## src/yincmnd_pkg.sv

```systemverilog
// Shared constants, types and state encodings for the YIN CMND threshold search block.
`default_nettype none

package yincmnd_pkg;

  localparam int DIFF_W          = 32;
  localparam int THRESH_W        = 16;
  localparam int NORM_W          = 18;
  localparam int FRAC_W          = 16;
  localparam int LAG_OUT_W       = 10;
  localparam int OUT_DATA_W      = 32;
  localparam int OUT_PAD_W       = OUT_DATA_W - NORM_W - LAG_OUT_W;
  localparam int QCNT_W          = $clog2(NORM_W + 1);
  localparam int MAX_LAG_DEFAULT = 1024;

  localparam logic [NORM_W-1:0]   NORM_MAX     = '1;
  localparam logic [THRESH_W-1:0] THRESH_RESET = 16'd13107;

  typedef enum logic [1:0] {
    PH_SEARCHING,
    PH_DESCENDING,
    PH_DONE
  } phase_t;

  typedef enum logic [2:0] {
    ST_IDLE,
    ST_MUL,
    ST_DIV,
    ST_UPDATE,
    ST_EMIT
  } state_t;

  typedef struct packed {
    logic              done;
    logic [NORM_W-1:0] quot;
  } div_res_t;

  typedef struct packed {
    logic                 found;
    logic [LAG_OUT_W-1:0] lag;
    logic [NORM_W-1:0]    value;
  } search_res_t;

endpackage

`default_nettype wire

```

## src/yincmnd_div.sv

```systemverilog
// Iterative restoring divider that forms the saturated Q2.16 normalized difference.
`default_nettype none

module yincmnd_div #(
  parameter int SUM_W = yincmnd_pkg::DIFF_W + $clog2(yincmnd_pkg::MAX_LAG_DEFAULT)
) (
  input  wire logic                        clk,
  input  wire logic                        rst,
  input  wire logic                        start,
  input  wire logic [SUM_W-1:0]            prod,
  input  wire logic [SUM_W-1:0]            sum,
  output      yincmnd_pkg::div_res_t       res
);

  localparam int QB = yincmnd_pkg::NORM_W;

  logic [SUM_W-1:0]               rem;
  logic [QB-1:0]                  nbits;
  logic [QB-1:0]                  quot;
  logic [yincmnd_pkg::QCNT_W-1:0] cnt;
  logic                           busy;
  logic                           first;
  logic                           ovf;
  logic                           done;

  logic [SUM_W:0] cand;
  logic [SUM_W:0] diff;
  logic           ge;

  // The numerator is prod * 2^16. Its top part prod >> 2 is compared with the
  // sum first: when it is not below, the quotient exceeds 18 bits (or the sum
  // is zero) and the result saturates. Otherwise 18 restoring steps follow.
  always_comb begin
    cand = first ? {1'b0, rem} : {rem, nbits[QB-1]};
    ge   = (cand >= {1'b0, sum});
    diff = cand - {1'b0, sum};
  end

  always_ff @(posedge clk) begin
    if (rst) begin
      busy  <= 1'b0;
      first <= 1'b0;
      done  <= 1'b0;
      ovf   <= 1'b0;
      cnt   <= '0;
    end else begin
      done <= 1'b0;
      if (start) begin
        busy  <= 1'b1;
        first <= 1'b1;
        ovf   <= 1'b0;
        cnt   <= '0;
      end else if (busy && first) begin
        first <= 1'b0;
        ovf   <= ge;
        if (ge) begin
          busy <= 1'b0;
          done <= 1'b1;
        end
      end else if (busy) begin
        cnt <= cnt + 1'b1;
        if (cnt == yincmnd_pkg::QCNT_W'(QB - 1)) begin
          busy <= 1'b0;
          done <= 1'b1;
        end
      end
    end
  end

  always_ff @(posedge clk) begin
    if (start) begin
      rem   <= SUM_W'(prod >> 2);
      nbits <= {prod[1:0], {yincmnd_pkg::FRAC_W{1'b0}}};
    end else if (busy && !first) begin
      rem   <= ge ? diff[SUM_W-1:0] : cand[SUM_W-1:0];
      quot  <= {quot[QB-2:0], ge};
      nbits <= {nbits[QB-2:0], 1'b0};
    end
  end

  assign res.done = done;
  assign res.quot = ovf ? yincmnd_pkg::NORM_MAX : quot;

endmodule

`default_nettype wire

```

## src/yincmnd_search.sv

```systemverilog
// Threshold crossing and local minimum descent over the normalized values of a frame.
`default_nettype none

module yincmnd_search #(
  parameter int TW = $clog2(yincmnd_pkg::MAX_LAG_DEFAULT)
) (
  input  wire logic                                 clk,
  input  wire logic                                 rst,
  input  wire logic                                 clear,
  input  wire logic                                 update,
  input  wire logic [TW-1:0]                        tau,
  input  wire logic [yincmnd_pkg::NORM_W-1:0]       n,
  input  wire logic [yincmnd_pkg::THRESH_W-1:0]     threshold,
  output      yincmnd_pkg::search_res_t             res
);

  yincmnd_pkg::phase_t              phase;
  logic [TW-1:0]                    best_lag;
  logic [yincmnd_pkg::NORM_W-1:0]   best_value;
  logic [yincmnd_pkg::LAG_OUT_W+TW-1:0] lag_wide;

  always_ff @(posedge clk) begin
    if (rst || clear) begin
      phase      <= yincmnd_pkg::PH_SEARCHING;
      best_lag   <= '0;
      best_value <= yincmnd_pkg::NORM_MAX;
    end else if (update) begin
      case (phase)
        yincmnd_pkg::PH_SEARCHING: begin
          if (n < {{(yincmnd_pkg::NORM_W - yincmnd_pkg::THRESH_W){1'b0}}, threshold}) begin
            phase      <= yincmnd_pkg::PH_DESCENDING;
            best_lag   <= tau;
            best_value <= n;
          end
        end
        yincmnd_pkg::PH_DESCENDING: begin
          // Follow strictly falling values; anything else ends the descent.
          if (n < best_value) begin
            best_lag   <= tau;
            best_value <= n;
          end else begin
            phase <= yincmnd_pkg::PH_DONE;
          end
        end
        default: begin
          phase <= phase;
        end
      endcase
    end
  end

  assign lag_wide  = {{yincmnd_pkg::LAG_OUT_W{1'b0}}, best_lag};
  assign res.found = (phase != yincmnd_pkg::PH_SEARCHING);
  assign res.lag   = res.found ? lag_wide[yincmnd_pkg::LAG_OUT_W-1:0] : '0;
  assign res.value = res.found ? best_value : '0;

endmodule

`default_nettype wire

```

## src/yin_cmnd_threshold_search.sv

```systemverilog
// Top level of the YIN cumulative mean normalized difference threshold search.
//
//  Channel  | Direction | Signals                          | Payload
//  ---------+-----------+----------------------------------+-------------------------------
//  s_axis   | in        | tvalid, tready, tdata, tlast     | diff_value, frame end marker
//  m_axis   | out       | tvalid, tready, tdata, tuser     | lag, normalized value, found
//  cfg      | in        | valid, ready, data               | threshold, unsigned Q0.16
//
// Each lag value is one transfer on s_axis. A value at lag one or higher is accepted, goes
// through the d*tau multiplier and the shared restoring divider (a saturation check, one
// compare/subtract per quotient bit for 18 bits, and a hand-over of the quotient), and then
// through the search update. When the saturation check trips, the divider stops right after
// it. The value at lag zero and values at or past MAX_LAG are only accepted. A frame end
// then loads the result register.
// Reset is synchronous and active high; it clears the frame state, sets the threshold to
// 0.2 and empties the result register. A result waiting on m_axis does not stop the next
// frame from starting; only the next frame's result waits for it to be taken.
`default_nettype none

module yin_cmnd_threshold_search #(
  parameter int MAX_LAG = yincmnd_pkg::MAX_LAG_DEFAULT
) (
  input  wire logic                                  clk,
  input  wire logic                                  rst,
  // Configuration write channel: threshold.
  input  wire logic                                  cfg_valid,
  output      logic                                  cfg_ready,
  input  wire logic [yincmnd_pkg::THRESH_W-1:0]      cfg_data,
  // Input stream.
  input  wire logic                                  s_axis_tvalid,
  output      logic                                  s_axis_tready,
  input  wire logic [yincmnd_pkg::DIFF_W-1:0]        s_axis_tdata,   // [31:0] diff_value
  input  wire logic                                  s_axis_tlast,
  // Result stream.
  output      logic                                  m_axis_tvalid,
  input  wire logic                                  m_axis_tready,
  output      logic [yincmnd_pkg::OUT_DATA_W-1:0]    m_axis_tdata,   // [9:0] lag,
                                                                     // [27:10] normalized_value,
                                                                     // [31:28] zero
  output      logic                                  m_axis_tuser    // [0] found
);

  localparam int TW    = $clog2(MAX_LAG);
  localparam int LCW   = $clog2(MAX_LAG + 1);
  localparam int SUM_W = yincmnd_pkg::DIFF_W + TW;

  yincmnd_pkg::state_t state;
  yincmnd_pkg::state_t state_next;

  logic [yincmnd_pkg::THRESH_W-1:0] threshold;
  logic [LCW-1:0]                   lag_counter;
  logic [SUM_W-1:0]                 diff_sum;
  logic [yincmnd_pkg::DIFF_W-1:0]   d_q;
  logic [TW-1:0]                    tau_q;
  logic                             last_q;

  logic                             in_fire;
  logic                             lag_excess;
  logic                             lag_zero;
  logic                             div_start;
  logic                             search_upd;
  logic                             emit_fire;
  logic [SUM_W-1:0]                 prod;

  yincmnd_pkg::div_res_t            div_res;
  yincmnd_pkg::search_res_t         srch_res;

  assign in_fire    = s_axis_tvalid && s_axis_tready;
  assign lag_excess = (lag_counter >= LCW'(MAX_LAG));
  assign lag_zero   = (lag_counter == '0);
  assign cfg_ready  = 1'b1;

  // d * tau; the divider registers it on its start cycle.
  assign prod = {{TW{1'b0}}, d_q} * {{yincmnd_pkg::DIFF_W{1'b0}}, tau_q};

  // Next state.
  always_comb begin
    state_next = state;
    case (state)
      yincmnd_pkg::ST_IDLE: begin
        if (in_fire) begin
          if (lag_excess || lag_zero) begin
            state_next = s_axis_tlast ? yincmnd_pkg::ST_EMIT : yincmnd_pkg::ST_IDLE;
          end else begin
            state_next = yincmnd_pkg::ST_MUL;
          end
        end
      end
      yincmnd_pkg::ST_MUL: begin
        state_next = yincmnd_pkg::ST_DIV;
      end
      yincmnd_pkg::ST_DIV: begin
        if (div_res.done) begin
          state_next = yincmnd_pkg::ST_UPDATE;
        end
      end
      yincmnd_pkg::ST_UPDATE: begin
        state_next = last_q ? yincmnd_pkg::ST_EMIT : yincmnd_pkg::ST_IDLE;
      end
      yincmnd_pkg::ST_EMIT: begin
        if (!m_axis_tvalid || m_axis_tready) begin
          state_next = yincmnd_pkg::ST_IDLE;
        end
      end
      default: begin
        state_next = yincmnd_pkg::ST_IDLE;
      end
    endcase
  end

  // Sequencer outputs.
  always_comb begin
    s_axis_tready = 1'b0;
    div_start     = 1'b0;
    search_upd    = 1'b0;
    emit_fire     = 1'b0;
    case (state)
      yincmnd_pkg::ST_IDLE: begin
        s_axis_tready = 1'b1;
      end
      yincmnd_pkg::ST_MUL: begin
        div_start = 1'b1;
      end
      yincmnd_pkg::ST_UPDATE: begin
        // Lag one feeds the sum but is never searched.
        search_upd = (tau_q >= TW'(2));
      end
      yincmnd_pkg::ST_EMIT: begin
        emit_fire = !m_axis_tvalid || m_axis_tready;
      end
      default: begin
        s_axis_tready = 1'b0;
      end
    endcase
  end

  always_ff @(posedge clk) begin
    if (rst) begin
      state <= yincmnd_pkg::ST_IDLE;
    end else begin
      state <= state_next;
    end
  end

  always_ff @(posedge clk) begin
    if (rst) begin
      threshold <= yincmnd_pkg::THRESH_RESET;
    end else if (cfg_valid && cfg_ready) begin
      threshold <= cfg_data;
    end
  end

  // Frame counters. Values at or past MAX_LAG leave them untouched; lag zero only counts.
  always_ff @(posedge clk) begin
    if (rst || emit_fire) begin
      lag_counter <= '0;
      diff_sum    <= '0;
    end else if (in_fire && !lag_excess) begin
      lag_counter <= lag_counter + 1'b1;
      if (!lag_zero) begin
        diff_sum <= diff_sum + {{TW{1'b0}}, s_axis_tdata};
      end
    end
  end

  always_ff @(posedge clk) begin
    if (in_fire) begin
      d_q    <= s_axis_tdata;
      tau_q  <= lag_counter[TW-1:0];
      last_q <= s_axis_tlast;
    end
  end

  // Result register; it parts the result stream from the sequencer.
  always_ff @(posedge clk) begin
    if (rst) begin
      m_axis_tvalid <= 1'b0;
    end else if (emit_fire) begin
      m_axis_tvalid <= 1'b1;
    end else if (m_axis_tready) begin
      m_axis_tvalid <= 1'b0;
    end
  end

  always_ff @(posedge clk) begin
    if (emit_fire) begin
      m_axis_tdata <= {{yincmnd_pkg::OUT_PAD_W{1'b0}}, srch_res.value, srch_res.lag};
      m_axis_tuser <= srch_res.found;
    end
  end

  yincmnd_div #(
    .SUM_W (SUM_W)
  ) u_div (
    .clk   (clk),
    .rst   (rst),
    .start (div_start),
    .prod  (prod),
    .sum   (diff_sum),
    .res   (div_res)
  );

  yincmnd_search #(
    .TW (TW)
  ) u_search (
    .clk       (clk),
    .rst       (rst),
    .clear     (emit_fire),
    .update    (search_upd),
    .tau       (tau_q),
    .n         (div_res.quot),
    .threshold (threshold),
    .res       (srch_res)
  );

endmodule

`default_nettype wire

```

## config.mk

```make
export PLATFORM = sky130hd
export DESIGN_NAME = yin_cmnd_threshold_search
export DESIGN_NICKNAME = d
export VERILOG_FILES = /design/src/yincmnd_pkg.sv /design/src/yincmnd_div.sv /design/src/yincmnd_search.sv /design/src/yin_cmnd_threshold_search.sv
export SDC_FILE = /design/constraint.sdc
export NUM_CORES = 1
export LEC_CHECK = 0
export BUFFER_PORTS_ARGS = -buffer_cell sky130_fd_sc_hd__buf_4
export CAP_MARGIN = 20
export CORE_ASPECT_RATIO = 1.75
export CORE_MARGIN = 1
export CORE_UTILIZATION = 50
export CTS_CLUSTER_DIAMETER = 150
export DETAILED_ROUTE_END_ITERATION = 16
export PLACE_DENSITY = 0.74
export SETUP_SLACK_MARGIN = 0.5
export SLEW_MARGIN = 5
export SYNTH_ARGS = -nofsm -noshare
export SYNTH_HDL_FRONTEND = slang
export SYNTH_SLANG_ARGS = --single-unit
```

## constraint.sdc

```tcl
create_clock -name clk -period 5.6 [get_ports clk]
set_input_delay 1.4 -clock clk [delete_from_list [all_inputs] [get_ports clk]]
set_output_delay 1.4 -clock clk [all_outputs]
set_load 0.02 [all_outputs]
```

==> results by group <==
Layout
  • Area growth syn-to-layout: 20.6%
  • ANT cells: 0
  • Share of post-route cells with drive strength above 1: between 20% and 30%
  • Final instance area: ~0.030 sq mm
  • Final Net Count: 3486

Placement
  • Placed wire-length estimate: approximately 53 mm
  • RePlAce Congestion: 0.940
  • Port bufs: between 80 and 90
  • Dpl cell area: between 0.02 and 0.03 sq mm

Worst setup path
  • Reg-to-reg startpoint: tau_q[3]$_DFFE_PP_
  • Top cell by count, worst path: fa_1
  • R2r setup slk: -460 ps
  • Crit-path max FO: 6
  • RR Endpoint: u_div.rem[37]$_DFFE_PP_
  • Worst Path Buf+Inv: 9
  • Critical path arrival: 6330 ps
  • R2R depth: 25
  • Crit path largest cell delay: around 600 ps
  • Crit path max-delay cell type: fa_1
  • WS Path Type: flop to flop
  • Critical path origin: tau_q[3]$_DFFE_PP_
  • Crit. End Element: flop
  • Critical Path Source Type: flop
  • Crit-path leading delay family: adder cells
  • WP data required: 5870 ps

Timing
  • Final Cycle Share: 108%
  • Final Setup Violations: 26
  • Max_slew headroom: 28.7%
  • Min cycle time layout: around 6100 ps
  • Hold slack: approximately 440 ps
  • Final hold viol count: 0
  • Unrepaired setup endpoints after global routing: yes
  • Clock skew: between 50 and 60 ps
  • Achievable Freq: about 160 MHz
  • Fin worst setup slack: -462 ps
  • Slew @ Worst Pin: roughly 1100 ps
  • Max-slew violations: 0

Route
  • Via density: roughly 5.6
  • Drt total wl: between 60 and 70 mm
  • Initial DRC count: 1090
  • DRC Markers: 0
  • Via count: ~21000
  • Routed length per placed instance: approximately 19 um
  • Drt pass-1 iters: 5
  • Post-DRT Antenna Nets: 0

Synth
  • Post-Synth Simple-Gate Area: about 17%
  • Ys Warns: 0
  • Main combinational cell family by area after synthesis: adder cells
  • Post-Synthesis Cells: between 2000 and 3000
  • Synth Area in Compound Gates: roughly 14%
  • Area share of fa/ha/maj cells after synthesis: 28.9%
  • XOR/XNOR share of the synthesized area: under 10%
  • Number of flops mapped to enable cells by yosys: ~130
  • Register area share after synthesis: 25.2%
  • Synth cell types: between 70 and 80
  • FF+latch count, synth: roughly 250
  • Mux cell area share after synthesis: roughly 3.2%
  • Mapped Avg Cell Area: approximately 8.9 sq um
  • Cell Area, Synth: 0.0248 sq mm
  • Synth async-reset ratio: 0%
  • Ys flop type: edfxtp_1

CTS
  • CTS tree: done
  • Post-CTS Hold Buffers: 0
  • Max clock buf depth: 3
  • Worst skew pair latency: between 500 and 600 ps
  • Num Clock Sinks: 246
  • Root Driver: clkbuf_16
  • Number of H-tree levels: 1
  • CTS Buf Count: 24
  • Worst-path clk slew: approximately 70 ps

Worst hold path
  • Hold path startpoint: u_div.quot[5]$_DFFE_PP_
  • WHS Endpoint: u_div.quot[6]$_DFFE_PP_
  • Hold Path Class: flop to flop
  • Worst hold stages: 0

Flow run
  • Max cap viols: 0

Floorplan
  • Row cnt: ~110
  • Core Area: around 0.05 sq mm
  • Chip height: approximately 300 um
  • I/O pin count: 90
  • Initial Utilization: about half
  • Die Wd: roughly 170 um
  • Die Area: just over 0.05 sq mm

GRT
  • Global-route wire length before repair: 112 mm
  • Grt peak-use layer: met2
  • GRT met1 Usage: a little under a third
  • Initial antenna violation count: 1
  • Gr ovfl total: 0
  • Met3 Use GR: ~2.9%
  • Largest net degree at the start of global routing: between 50 and 60
  • Gr usage total: between 20% and 30%
  • Met2 usage: between 50% and 60%
  • Vias in the first global route: between 20000 and 25000

Run status
  • Outcome: finished, violations left
  • Failing checks: negative setup slack
-- cells in the mapped netlist (all sizes together), types with 6 or more instances --
library cell	n	area share (%)
o22ai	9	0.23
nor3	39	0.79
xnor2	60	2.1
nand2b	17	0.43
a211o	7	0.25
nor3b	6	0.18
dfxtp	114	9.2
nor2	133	2.0
o21ai	113	2.3
ha	187	9.4
and3	15	0.38
nand3	42	0.85
clkbuf	124	1.9
or3	13	0.33
o21bai	16	0.49
o21a	16	0.49
a31oi	38	0.96
inv	335	5.1
a2111oi	8	0.36
buf	32	0.65
and2	174	4.4
fa	240	19
a21boi	6	0.18
nand4	33	0.83
o31ai	9	0.31
mux2i	30	1.2
a21oi	180	3.6
or2	20	0.51
nor4	10	0.25
mux2	43	2.0
a21o	68	2.1
xor2	51	1.8
a211oi	26	0.81
nor2b	30	0.79
nand2	328	5.0
edfxtp	132	16
o211ai	19	0.58
-- kinds of logic (layout without fill, tap and decap cells) --
| family | after synthesis | in the layout |
|---|---|---|
| and+or+nand+nor | 869 | 869 |
| buffers and inverters | 492 | 737 |
| xor gates and xnor gates | 111 | 111 |
| AOI/OAI and AO/OA | 555 | 555 |
| DFF | 246 | 246 |
| other | 2 | 5 |
| adders and majority gates | 427 | 427 |
| muxes | 73 | 73 |
-- metrics by stage --
stage / setup TNS [ps] / util [%] / worst slack, ps / std cells
after global placement: -4190 / 56.3 / -360 / 3545
after global routing: -10460 / 61.3 / -559 / 3677
after CTS: -4100 / 60.1 / -327 / 3649
after detailed placement: -5280 / 56.3 / -405 / 3546
final: -6310 / 61.3 / -462 / 3677
after floorplan: 0 / - / 24.4 / 2778
-- registers in the layout, indices dropped and copies added (netlist names), 2 cells and up --
name and flops:
u_div.rem 42, u_search.best_lag 10, u_search.phase 2, tau_q 10
threshold 16, d_q 32, u_div.nbits 2, diff_sum 42
u_div.cnt 5, lag_counter 11, m_axis_tdata 28, state 3
u_div.quot 18, u_search.best_value 18
-- what timing repair did --
| item | 4_1_cts | 5_1_grt |
|---|---|---|
| resized for setup | 146 | 70 |
| pin swaps | 127 | 97 |
| buffers inserted | 57 | 25 |
| gates cloned | 2 | 1 |
| endpoints found under the setup margin | 31 | 33 |
-- worst max path at each step --
stage                              end  slack, ps  cells after the start
6_report       u_div.rem[37]$_DFFE_PP_       -460                     25
5_1_grt        u_div.rem[37]$_DFFE_PP_       -560                     25
4_1_cts        u_div.rem[37]$_DFFE_PP_       -330                     22
3_5_place_dp   u_div.rem[38]$_DFFE_PP_       -400                     23
3_3_place_gp   u_div.rem[38]$_DFFE_PP_       -360                     23
2_1_floorplan  u_div.rem[33]$_DFFE_PP_         20                     21
-- metal layers --
metal | wire length (um) | part of all wire [%]
met1 | 26100 | 37
met2 | 37100 | 53
met3 | 3010 | 4.3
met4 | 3590 | 5.1
met5 | 13 | 0.019
-- placed cells by master, fill, tap and decap left out, types with 19 or more instances in the layout --
cell,synthesis,layout
a211oi_1,25,20
a21o_1,68,67
a21oi_1,180,159
a31oi_1,38,31
and2_1,174,158
buf_4,5,293
buf_6,1,41
clkbuf_16,0,27
dfxtp_1,114,113
edfxtp_1,132,132
fa_1,240,227
ha_1,187,165
ha_4,0,21
inv_1,335,310
inv_2,0,24
mux2_2,43,43
mux2i_1,30,30
nand2_1,328,317
nand3_1,42,39
nand4_1,33,33
nor2_1,133,123
nor2b_1,29,29
nor3_1,39,39
o211ai_1,19,19
o21ai_0,107,89
or2_2,20,20
xnor2_1,60,56
xor2_1,51,47
-- area by class of cell --
type / count / area, sq um
sequential: 246 / 6250
multi-input combinational: 2040 / 17600
timing repair buffer: 357 / 3120
tap: 654 / 818
inverter: 336 / 1260
clock buffer: 32 / 693
fill: 3986 / 18900
clock inverter: 12 / 116
-- worst reg2reg max path: cells and delay by family (launching register included) --
kind | cells | cell delay [ps]
flip-flops | 1 | 400
XOR/XNOR | 1 | 180
AND/OR/NAND/NOR | 2 | 210
buffers and inverters | 9 | 910
AO/OA/AOI/OAI | 7 | 1230
adder cells (fa/ha/maj) | 6 | 2810
Power is left out: the tool's default activity adds up to more than one toggle a clock period on the data nets, which glitch-free logic cannot reach.
